<file path="src/rtl/ptd_pkg.sv">
`timescale 1ns / 1ps

package ptd_pkg;

  // Table size and derived widths.
  localparam int SLOTS    = 16;
  localparam int MAX_OUT  = 16;
  localparam int IDX_W    = (SLOTS > 1) ? $clog2(SLOTS) : 1;
  localparam int TALLY_W  = $clog2(SLOTS + 1);
  localparam int CNT_W    = $clog2(MAX_OUT + 1);
  localparam int LIVE_MAX = (SLOTS > 31) ? 31 : SLOTS;

  // Request operation codes.
  localparam logic [1:0] OP_TICK   = 2'd0;
  localparam logic [1:0] OP_ADD    = 2'd1;
  localparam logic [1:0] OP_REMOVE = 2'd2;

  // Slot states.
  localparam logic [1:0] ST_EMPTY  = 2'd0;
  localparam logic [1:0] ST_READY  = 2'd1;
  localparam logic [1:0] ST_ZOMBIE = 2'd2;

  // Result status codes.
  localparam logic [1:0] STATUS_OK    = 2'd0;
  localparam logic [1:0] STATUS_FULL  = 2'd1;
  localparam logic [1:0] STATUS_NOKEY = 2'd2;

  // Slot table write commands.
  localparam logic [2:0] TC_NONE = 3'd0;
  localparam logic [2:0] TC_FREE = 3'd1;
  localparam logic [2:0] TC_ADD  = 3'd2;
  localparam logic [2:0] TC_RUN  = 3'd3;
  localparam logic [2:0] TC_KILL = 3'd4;

  typedef struct packed {
    logic [1:0]  op;
    logic [15:0] task_key;
    logic [31:0] run_period;
  } req_t;

  typedef struct packed {
    logic [1:0]  status;
    logic        due;
    logic [3:0]  slot_index;
    logic [15:0] due_key;
    logic [31:0] runs_done;
    logic [31:0] tick_now;
    logic [4:0]  live_tasks;
    logic        last;
  } rsp_t;

  // Write command from the sequencer to the slot table.
  typedef struct packed {
    logic [2:0]       code;
    logic [IDX_W-1:0] idx;
    logic [15:0]      key;
    logic [31:0]      period;
    logic [31:0]      tick;
  } tbl_cmd_t;

  // Contents of the slot under the scan pointer.
  typedef struct packed {
    logic [1:0]  state;
    logic [15:0] key;
    logic [31:0] period;
    logic [31:0] prev_tick;
    logic [31:0] runs;
  } slot_view_t;

  // Task count as reported, saturated at 31.
  function automatic logic [4:0] live_count(input logic [TALLY_W-1:0] t);
    logic [TALLY_W+4:0] w;
    w = {5'b0, t};
    if (w > (TALLY_W + 5)'(31)) begin
      return 5'd31;
    end
    return w[4:0];
  endfunction

  // Low four bits of a slot number.
  function automatic logic [3:0] slot_num(input logic [IDX_W-1:0] i);
    logic [IDX_W+3:0] w;
    w = {4'b0, i};
    return w[3:0];
  endfunction

endpackage

</file>
<file path="src/rtl/ptd_slot_table.sv">
`timescale 1ns / 1ps

module ptd_slot_table (
  input  logic               clk,
  input  logic               rst,
  input  ptd_pkg::tbl_cmd_t  cmd,
  input  logic [ptd_pkg::IDX_W-1:0] rd_idx,
  output ptd_pkg::slot_view_t view
);
  import ptd_pkg::*;

  logic [1:0]  slot_state     [SLOTS];
  logic [15:0] slot_key       [SLOTS];
  logic [31:0] slot_period    [SLOTS];
  logic [31:0] slot_prev_tick [SLOTS];
  logic [31:0] slot_runs      [SLOTS];

  // Slot states reset to empty; a tick frees every zombie at once.
  always_ff @(posedge clk) begin
    if (rst) begin
      for (int i = 0; i < SLOTS; i++) begin
        slot_state[i] <= ST_EMPTY;
      end
    end else begin
      case (cmd.code)
        TC_FREE: begin
          for (int i = 0; i < SLOTS; i++) begin
            if (slot_state[i] == ST_ZOMBIE) begin
              slot_state[i] <= ST_EMPTY;
            end
          end
        end
        TC_ADD:  slot_state[cmd.idx] <= ST_READY;
        TC_KILL: slot_state[cmd.idx] <= ST_ZOMBIE;
        default: ;
      endcase
    end
  end

  // Task contents are written on add and on each run.
  always_ff @(posedge clk) begin
    case (cmd.code)
      TC_ADD: begin
        slot_key[cmd.idx]       <= cmd.key;
        slot_period[cmd.idx]    <= cmd.period;
        slot_prev_tick[cmd.idx] <= 32'd0;
        slot_runs[cmd.idx]      <= 32'd0;
      end
      TC_RUN: begin
        slot_prev_tick[cmd.idx] <= cmd.tick;
        slot_runs[cmd.idx]      <= slot_runs[cmd.idx] + 32'd1;
      end
      default: ;
    endcase
  end

  // One slot is visible at a time, under the scan pointer.
  assign view.state     = slot_state[rd_idx];
  assign view.key       = slot_key[rd_idx];
  assign view.period    = slot_period[rd_idx];
  assign view.prev_tick = slot_prev_tick[rd_idx];
  assign view.runs      = slot_runs[rd_idx];

endmodule

</file>
<file path="src/rtl/ptd_due_unit.sv">
`timescale 1ns / 1ps

module ptd_due_unit (
  input  logic [31:0] tick,
  input  logic [31:0] prev_tick,
  input  logic [31:0] period,
  output logic        due
);
  import ptd_pkg::*;

  logic [31:0] elapsed;

  // Elapsed ticks wrap modulo 2^32; a zero period runs on every tick.
  assign elapsed = tick - prev_tick;
  assign due     = (period == 32'd0) || (elapsed >= period);

endmodule

</file>
<file path="src/rtl/ptd_ctrl.sv">
`timescale 1ns / 1ps

module ptd_ctrl (
  input  logic                clk,
  input  logic                rst,
  input  logic                req_valid,
  output logic                req_stall,
  input  ptd_pkg::req_t       req,
  output logic                rsp_valid,
  input  logic                rsp_stall,
  output ptd_pkg::rsp_t       rsp,
  output ptd_pkg::tbl_cmd_t   cmd,
  output logic [ptd_pkg::IDX_W-1:0] rd_idx,
  input  ptd_pkg::slot_view_t view
);
  import ptd_pkg::*;

  localparam logic [1:0] S_IDLE = 2'd0;
  localparam logic [1:0] S_SCAN = 2'd1;
  localparam logic [1:0] S_DONE = 2'd2;

  logic [1:0]         fsm;
  logic [1:0]         op_q;
  logic [15:0]        key_q;
  logic [31:0]        period_q;
  logic [IDX_W-1:0]   idx;
  logic [31:0]        tick_counter;
  logic [TALLY_W-1:0] tally;
  logic [CNT_W-1:0]   dcnt;
  logic               found;
  logic [IDX_W-1:0]   found_idx;
  logic               pend_valid;
  rsp_t               pend;

  logic accept;
  logic out_free;
  logic due;
  logic tick_hit;
  logic add_hit;
  logic rem_hit;
  logic last_idx;
  logic tick_stall;
  logic advance;
  logic rsp_load;
  rsp_t rsp_next;
  rsp_t final_rsp;
  rsp_t run_rsp;

  function automatic rsp_t mk_rsp(input logic [1:0] status, input logic is_due,
                                  input logic [3:0] slot, input logic [15:0] key,
                                  input logic [31:0] runs, input logic [31:0] tick,
                                  input logic [TALLY_W-1:0] cnt, input logic is_last);
    rsp_t r;
    r.status     = status;
    r.due        = is_due;
    r.slot_index = slot;
    r.due_key    = key;
    r.runs_done  = runs;
    r.tick_now   = tick;
    r.live_tasks = live_count(cnt);
    r.last       = is_last;
    return r;
  endfunction

  // Shared period check, used once per scanned slot.
  ptd_due_unit u_due (
    .tick      (tick_counter),
    .prev_tick (view.prev_tick),
    .period    (view.period),
    .due       (due)
  );

  assign req_stall = (fsm != S_IDLE);
  assign accept    = req_valid && !req_stall;
  assign out_free  = !rsp_valid || !rsp_stall;
  assign rd_idx    = idx;

  // Match conditions for the slot under the scan pointer.
  assign tick_hit = (view.state == ST_READY) && due && (dcnt < CNT_W'(MAX_OUT));
  assign add_hit  = (view.state == ST_EMPTY);
  assign rem_hit  = (view.state == ST_READY) && (view.key == key_q);
  assign last_idx = (idx == IDX_W'(SLOTS - 1));

  // A second due slot must wait until the held one can move to the output.
  assign tick_stall = (fsm == S_SCAN) && (op_q == OP_TICK) && tick_hit &&
                      pend_valid && !out_free;
  assign advance    = (fsm == S_SCAN) && !tick_stall;

  // The output register takes a held result when a further slot is due, since
  // it is not the last one, or the closing result when the request ends.
  assign rsp_load = (advance && (op_q == OP_TICK) && tick_hit && pend_valid) ||
                    ((fsm == S_DONE) && out_free);
  assign rsp_next = (fsm == S_DONE) ? final_rsp : pend;

  // Result for a dispatched slot; the run count shows after its increment.
  assign run_rsp = mk_rsp(STATUS_OK, 1'b1, slot_num(idx), view.key,
                          view.runs + 32'd1, tick_counter, tally, 1'b0);

  // Closing result of the request.
  always_comb begin
    case (op_q)
      OP_TICK: begin
        if (pend_valid) begin
          final_rsp      = pend;
          final_rsp.last = 1'b1;
        end else begin
          final_rsp = mk_rsp(STATUS_OK, 1'b0, 4'd0, 16'd0, 32'd0,
                             tick_counter, tally, 1'b1);
        end
      end
      OP_ADD: begin
        if (found) begin
          final_rsp = mk_rsp(STATUS_OK, 1'b0, slot_num(found_idx), 16'd0, 32'd0,
                             tick_counter, tally, 1'b1);
        end else begin
          final_rsp = mk_rsp(STATUS_FULL, 1'b0, 4'd0, 16'd0, 32'd0,
                             tick_counter, tally, 1'b1);
        end
      end
      OP_REMOVE: begin
        if (found) begin
          final_rsp = mk_rsp(STATUS_OK, 1'b0, slot_num(found_idx), 16'd0, 32'd0,
                             tick_counter, tally, 1'b1);
        end else begin
          final_rsp = mk_rsp(STATUS_NOKEY, 1'b0, 4'd0, 16'd0, 32'd0,
                             tick_counter, tally, 1'b1);
        end
      end
      default: begin
        final_rsp = mk_rsp(STATUS_OK, 1'b0, 4'd0, 16'd0, 32'd0,
                           tick_counter, tally, 1'b1);
      end
    endcase
  end

  // Table writes: free zombies when a tick arrives, then one slot per scan step.
  always_comb begin
    cmd.code   = TC_NONE;
    cmd.idx    = idx;
    cmd.key    = key_q;
    cmd.period = period_q;
    cmd.tick   = tick_counter;
    if (accept && (req.op == OP_TICK)) begin
      cmd.code = TC_FREE;
    end else if (advance) begin
      case (op_q)
        OP_TICK:   if (tick_hit) cmd.code = TC_RUN;
        OP_ADD:    if (add_hit)  cmd.code = TC_ADD;
        OP_REMOVE: if (rem_hit)  cmd.code = TC_KILL;
        default:   ;
      endcase
    end
  end

  // Sequencer, counters and output register.
  always_ff @(posedge clk) begin
    if (rst) begin
      fsm          <= S_IDLE;
      idx          <= '0;
      tick_counter <= 32'd0;
      tally        <= '0;
      dcnt         <= '0;
      found        <= 1'b0;
      pend_valid   <= 1'b0;
      rsp_valid    <= 1'b0;
    end else begin
      if (rsp_load) begin
        rsp       <= rsp_next;
        rsp_valid <= 1'b1;
      end else if (rsp_valid && !rsp_stall) begin
        rsp_valid <= 1'b0;
      end
      case (fsm)
        S_IDLE: begin
          if (accept) begin
            op_q       <= req.op;
            key_q      <= req.task_key;
            period_q   <= req.run_period;
            idx        <= '0;
            dcnt       <= '0;
            found      <= 1'b0;
            pend_valid <= 1'b0;
            case (req.op)
              OP_TICK: begin
                tick_counter <= tick_counter + 32'd1;
                fsm          <= S_SCAN;
              end
              OP_ADD: begin
                fsm <= (tally >= TALLY_W'(SLOTS)) ? S_DONE : S_SCAN;
              end
              OP_REMOVE: fsm <= S_SCAN;
              default:   fsm <= S_DONE;
            endcase
          end
        end
        S_SCAN: begin
          if (advance) begin
            case (op_q)
              OP_TICK: begin
                if (tick_hit) begin
                  pend       <= run_rsp;
                  pend_valid <= 1'b1;
                  dcnt       <= dcnt + CNT_W'(1);
                end
                if (last_idx) begin
                  fsm <= S_DONE;
                end else begin
                  idx <= idx + IDX_W'(1);
                end
              end
              OP_ADD: begin
                if (add_hit) begin
                  found     <= 1'b1;
                  found_idx <= idx;
                  tally     <= tally + TALLY_W'(1);
                  fsm       <= S_DONE;
                end else if (last_idx) begin
                  fsm <= S_DONE;
                end else begin
                  idx <= idx + IDX_W'(1);
                end
              end
              OP_REMOVE: begin
                if (rem_hit) begin
                  found     <= 1'b1;
                  found_idx <= idx;
                  if (tally != '0) begin
                    tally <= tally - TALLY_W'(1);
                  end
                  fsm <= S_DONE;
                end else if (last_idx) begin
                  fsm <= S_DONE;
                end else begin
                  idx <= idx + IDX_W'(1);
                end
              end
              default: fsm <= S_DONE;
            endcase
          end
        end
        S_DONE: begin
          if (out_free) begin
            pend_valid <= 1'b0;
            fsm        <= S_IDLE;
          end
        end
        default: fsm <= S_IDLE;
      endcase
    end
  end

endmodule

</file>
<file path="src/rtl/periodic_task_dispatcher_top.sv">
`timescale 1ns / 1ps
// Periodic task dispatcher.
// Requests arrive on req (op, task_key, run_period) with req_valid/req_stall;
// results leave on rsp with rsp_valid/rsp_stall. A request is taken at a
// clock edge with valid high and stall low.
// Add fills the first empty slot, remove turns the first ready slot with a
// matching key into a zombie, and tick advances the tick counter, frees the
// zombies and dispatches every due ready slot in slot order, one result per
// dispatched slot, or a single empty result. The final result has last set.
// One request occupies the block from the accept cycle through a scan of the
// slots in order, one slot per step through the shared period compare unit,
// to the writing of the closing result. Add and remove stop at the matching
// slot; an add on a full table and an unused op skip the scan.
// req_stall is high for the whole request. A finished result waits in the
// output register while the next request is taken; a stalled output holds
// its result and the slot scan pauses when a further result is due.
// Reset empties every slot and clears the tick counter and the task count.
module periodic_task_dispatcher_top (
  input  logic          clk,
  input  logic          rst,
  input  logic          req_valid,
  output logic          req_stall,
  input  ptd_pkg::req_t req,
  output logic          rsp_valid,
  input  logic          rsp_stall,
  output ptd_pkg::rsp_t rsp
);
  import ptd_pkg::*;

  tbl_cmd_t         cmd;
  slot_view_t       view;
  logic [IDX_W-1:0] rd_idx;

  // Slot storage.
  ptd_slot_table u_table (
    .clk    (clk),
    .rst    (rst),
    .cmd    (cmd),
    .rd_idx (rd_idx),
    .view   (view)
  );

  // Sequencer with the shared compare unit and the output register.
  ptd_ctrl u_ctrl (
    .clk       (clk),
    .rst       (rst),
    .req_valid (req_valid),
    .req_stall (req_stall),
    .req       (req),
    .rsp_valid (rsp_valid),
    .rsp_stall (rsp_stall),
    .rsp       (rsp),
    .cmd       (cmd),
    .rd_idx    (rd_idx),
    .view      (view)
  );

endmodule

</file>
<file path="config.mk">
export PLATFORM = sky130hd
export DESIGN_NAME = periodic_task_dispatcher_top
export DESIGN_NICKNAME = d
export VERILOG_FILES = /design/src/rtl/ptd_pkg.sv /design/src/rtl/ptd_slot_table.sv /design/src/rtl/ptd_due_unit.sv /design/src/rtl/ptd_ctrl.sv /design/src/rtl/periodic_task_dispatcher_top.sv
export SDC_FILE = /design/constraint.sdc
export NUM_CORES = 2
export LEC_CHECK = 0
export BUFFER_PORTS_ARGS = -buffer_cell sky130_fd_sc_hd__buf_2
export CORE_ASPECT_RATIO = 1.2
export CORE_MARGIN = 3
export CORE_UTILIZATION = 60
export DETAILED_ROUTE_END_ITERATION = 8
export GPL_ROUTABILITY_DRIVEN = 1
export PLACE_DENSITY = 0.77
export SLEW_MARGIN = 0
export SYNTH_ARGS = -nofsm -noshare
export SYNTH_HDL_FRONTEND = slang
export SYNTH_SLANG_ARGS = --single-unit
</file>
<file path="constraint.sdc">
create_clock -name clk -period 28.2 [get_ports clk]
set_input_delay 1.41 -clock clk [delete_from_list [all_inputs] [get_ports clk]]
set_output_delay 1.41 -clock clk [all_outputs]
set_load 0.005 [all_outputs]
</file>
==> results by stage <==
Global route:
- The maximum number of pins on one net before global-route repair is 134.
- The initial antenna violation count is 6.
- The total overflow left after global routing is 0.
- The number of global-route vias before repair is 43300.
- The combined global-route utilization of all metal layers is 27.9%.
- The first global-routing pass estimated 294000 µm of wire.

Floorplan:
- From bottom edge to top edge, the die measures 416 µm.
- The standard-cell row count is 149.
- The die covers 145000 µm².
- The die width is 348 µm.
- The starting density of the core is 60.8%.
- The count of pins on the block boundary is 149.
- The core region is 138000 µm².

Detailed routing:
- In the final routed layout, each cell accounts on average for 31.4 µm.
- Across all layers, the routed design uses 42500 vias.
- The remaining number of nets flagged by the antenna check after routing is 0.
- For this block, the initial DRC count from the detailed router was 5383.
- Before antenna repair, the detailed router went through 6 iterations.
- The final routed DRC violation total is 0.
- The overall routed net length is 199000 µm.
- In the routed layout, each cell is associated on average with a via count of 6.72.

Logic synthesis:
- In this run, synthesis inferred 2060 flip-flops with an integrated enable.
- The flip-flop and latch count after synthesis is 2115.
- The proportion of netlist area held by the largest area contributor is 73.5%.
- The proportion of synthesized chip area in sequential cells is 74.9%.
- The cell area that synthesis handed to floorplanning was 84100 µm².
- The Yosys step of the flow raised 0 warnings.
- Sorting the synthesized cells by area gives the leading types as edfxtp_1, mux4_2, dfxtp_1.
- For this run, asynchronously set or reset flops after synthesis account for 0%.
- Counting every net in the synthesized netlist gives 4236.
- After technology mapping, the gate count stands at 4101.
- The cell taking the most area after synthesis is edfxtp_1.
- The mean cell area of the mapped netlist is 20.5 µm².
- Synthesis instantiated 81 different standard cells from the library.
- The commonest register cell after synthesis is edfxtp_1.

Worst setup path:
- The worst setup path is launched from a register.
- The number of buffers and inverters on the critical path is 7.
- The cell that appears most often on the critical path is buf_4.
- At the worst endpoint, the required time is 28630 ps.
- The type of the worst setup path is reg2reg.
- Among cell families on the critical path, the largest total delay comes from buffers and inverters.
- The peak per-stage delay on the critical path is 980 ps.
- Data arrives at the worst endpoint at 10950 ps.
- In this run the worst path has a maximum fanout of 37.
- The sort of element at the end of the critical path is a register.
- On the critical path, the stage with the largest delay is an instance of nor2_4.

STA:
- The transition at the pin with the smallest max-transition slack is 1350 ps.
- The total negative slack for setup checks is 0 ps.
- The worst hold slack is 502 ps.
- The worst-case clock skew is 56.9 ps.
- Setup repair after global routing left no endpoint under its margin.
- The least setup slack across all paths after layout is 17680 ps.
- Of the available clock period, the critical path in the final layout requires 37.3%.
- The final count of pins violating max slew is 0.
- The worst slew margin relative to its limit is 10.3%.
- The final hold violation count came to 0.
- Based on the critical path, the design can be clocked at up to 95.0 MHz.
- The final critical path time including I/O delays and setup is 10520 ps.
- The final number of setup-violating endpoints is 0.

Place:
- The worst setup slack after placement is 17830 ps.
- The routability-driven placement congestion ratio is 0.887.
- Detailed placement ended at an HPWL of 112000 µm.
- The number of buffer cells added on primary ports is 148.

Cells and area:
- Fill cells in the final layout number 8465.
- The multi-input combinational cells in the finished layout cover a total of 20000 µm².
- In the final layout, flip-flops and latches occupy 63000 µm².
- The final standard cell utilization of the core is 67.5%.
- The fraction of layout instances using a drive strength above 1 is 24.7%.
- The net count of the finished layout is 4485.
- From synthesis to final layout, the design area changed by 11.0%.

Flow run:
- The max-cap violation count is 0.

Clocking:
- After clock tree synthesis, the clock-pin slew on the worst setup and hold paths is 70 ps.
- TritonCTS built the clock tree.
- The clock latency reported for the late side of the worst-skew pair is 830 ps.
- Counting every sink on the clock net gives 2115.
- Counting along the longest clock path gives a buffer depth of 3.
- The post-CTS setup buffer count is 0.
- The number of resized instances in the post-cts repair step is 0.
- The H-tree depth is 4.
- Clock tree synthesis inserted a total of 192 buffers.
- In this run, post-CTS hold repair placed 0 buffers.
- The cell at the root of the clock tree is clkbuf_16.

Hold path:
- The tightest min-delay check is of the reg2reg type.

Pwr:
- In this run the power density over the cells is 67.6 nW/µm².
- The worst-case IR drop observed on VDD is 0.0644 mV.
- The leakage power figure is 0.0299 µW.

Outcome:
- The flow ran to the end, and the final reports show no timing, DRC or antenna violations.
==> sequential cells by signal, indices dropped and copies added (netlist names), 5 cells and up, named ones only <==
register                count
u_ctrl.dcnt                 5
u_ctrl.key_q               16
u_ctrl.pend                89
u_ctrl.period_q            32
u_ctrl.rsp                 93
u_ctrl.tally                5
u_ctrl.tick_counter        32
u_table.slot_key          256
u_table.slot_period       512
u_table.slot_prev_tick    512
u_table.slot_runs         512
u_table.slot_state         32
==> through the flow <==
stage	cell area [µm²]	cells	power, µW
after floorplan	84100	4101	3700
after global placement	87000	5968	3760
after detailed placement	87000	5968	3770
after CTS	93300	6325	6340
after global routing	93300	6326	6470
final	93300	6331	6310
==> logic make-up (layout without fill, tap and decap cells) <==
logic type	Yosys count	count (layout)	synth area share, %
AOI/OAI and AO/OA	355	355	3.12
and+or+nand+nor	583	583	3.54
DFF	2115	2115	74.9
muxes	581	581	14.3
adders and majority gates	81	81	1.22
xor gates and xnor gates	118	118	1.23
other	0	6	0
buffers and inverters	268	680	1.77
==> layer usage <==
layer | vias to the layer above | routed length (µm) | GRT usage (%)
li1 | 17400 | - | -
met5 | - | 11 | 0
met1 | 22200 | 74500 | 38.8
met4 | 2 | 7580 | 10.4
met2 | 2487 | 98800 | 45.3
met3 | 424 | 17800 | 4.74
==> cells in the final DEF (no fill, tap or decap), types with 36 or more instances in the layout <==
cell       instances
nor2_1           125
dfxtp_1           51
a21oi_1           55
xor2_1            57
nand4_1           41
mux4_2           492
ha_1              79
and2_1           129
buf_4             89
nand2_1          108
inv_1             79
nand3_1           44
edfxtp_1        2060
mux2i_1           70
a22o_1            75
a221oi_1          36
clkbuf_16        196
xnor2_1           61
o21ai_0           47
clkinv_2          47
buf_2            148
==> path summary, 6_finish.rpt <==
check                  start                       end  slack, ps  cells past startpoint
max                 register  u_table.slot_runs[8][20]      17680                     30
min reg2reg  u_ctrl.pend[41]            u_ctrl.rsp[41]        500                      1
min          u_ctrl.pend[41]            u_ctrl.rsp[41]        500                      1
max reg2reg         register  u_table.slot_runs[8][20]      17680                     30
==> where the power goes <==
part	total [µW]	internal (µW)	switching, µW
Clock	2610	1460	1150
Sequential	3450	3430	20.6
Combinational	247	111	137
Total	6310	5000	1310
==> final cells by class <==
type | count | area share [%]
repair buffers | 240 | 1.57
diodes | 6 | 0.0161
multi-input cells | 1718 | 21.4
clock inverters | 127 | 1.37
inverters | 83 | 0.339
flip-flops and latches | 2115 | 67.5
well taps | 1812 | 2.43
clock buffers | 230 | 5.43
==> synth_stat cells (all sizes together), types with 10 or more instances <==
master and number:
edfxtp 2060, mux4 492, nor2 158, and2 131, nand2 108, buf 104, inv 82, clkbuf 81
ha 79, a22o 75, mux2i 70, xnor2 61, xor2 57, a21oi 56, dfxtp 55, o21ai 49
nand3 44, nand4 41, a221oi 37, a31oi 27, a21o 26, and3 22, mux2 19, nor3 18
nand2b 14, nor2b 11, a22oi 10
Note: power is estimated with default switching activity, not from simulation.
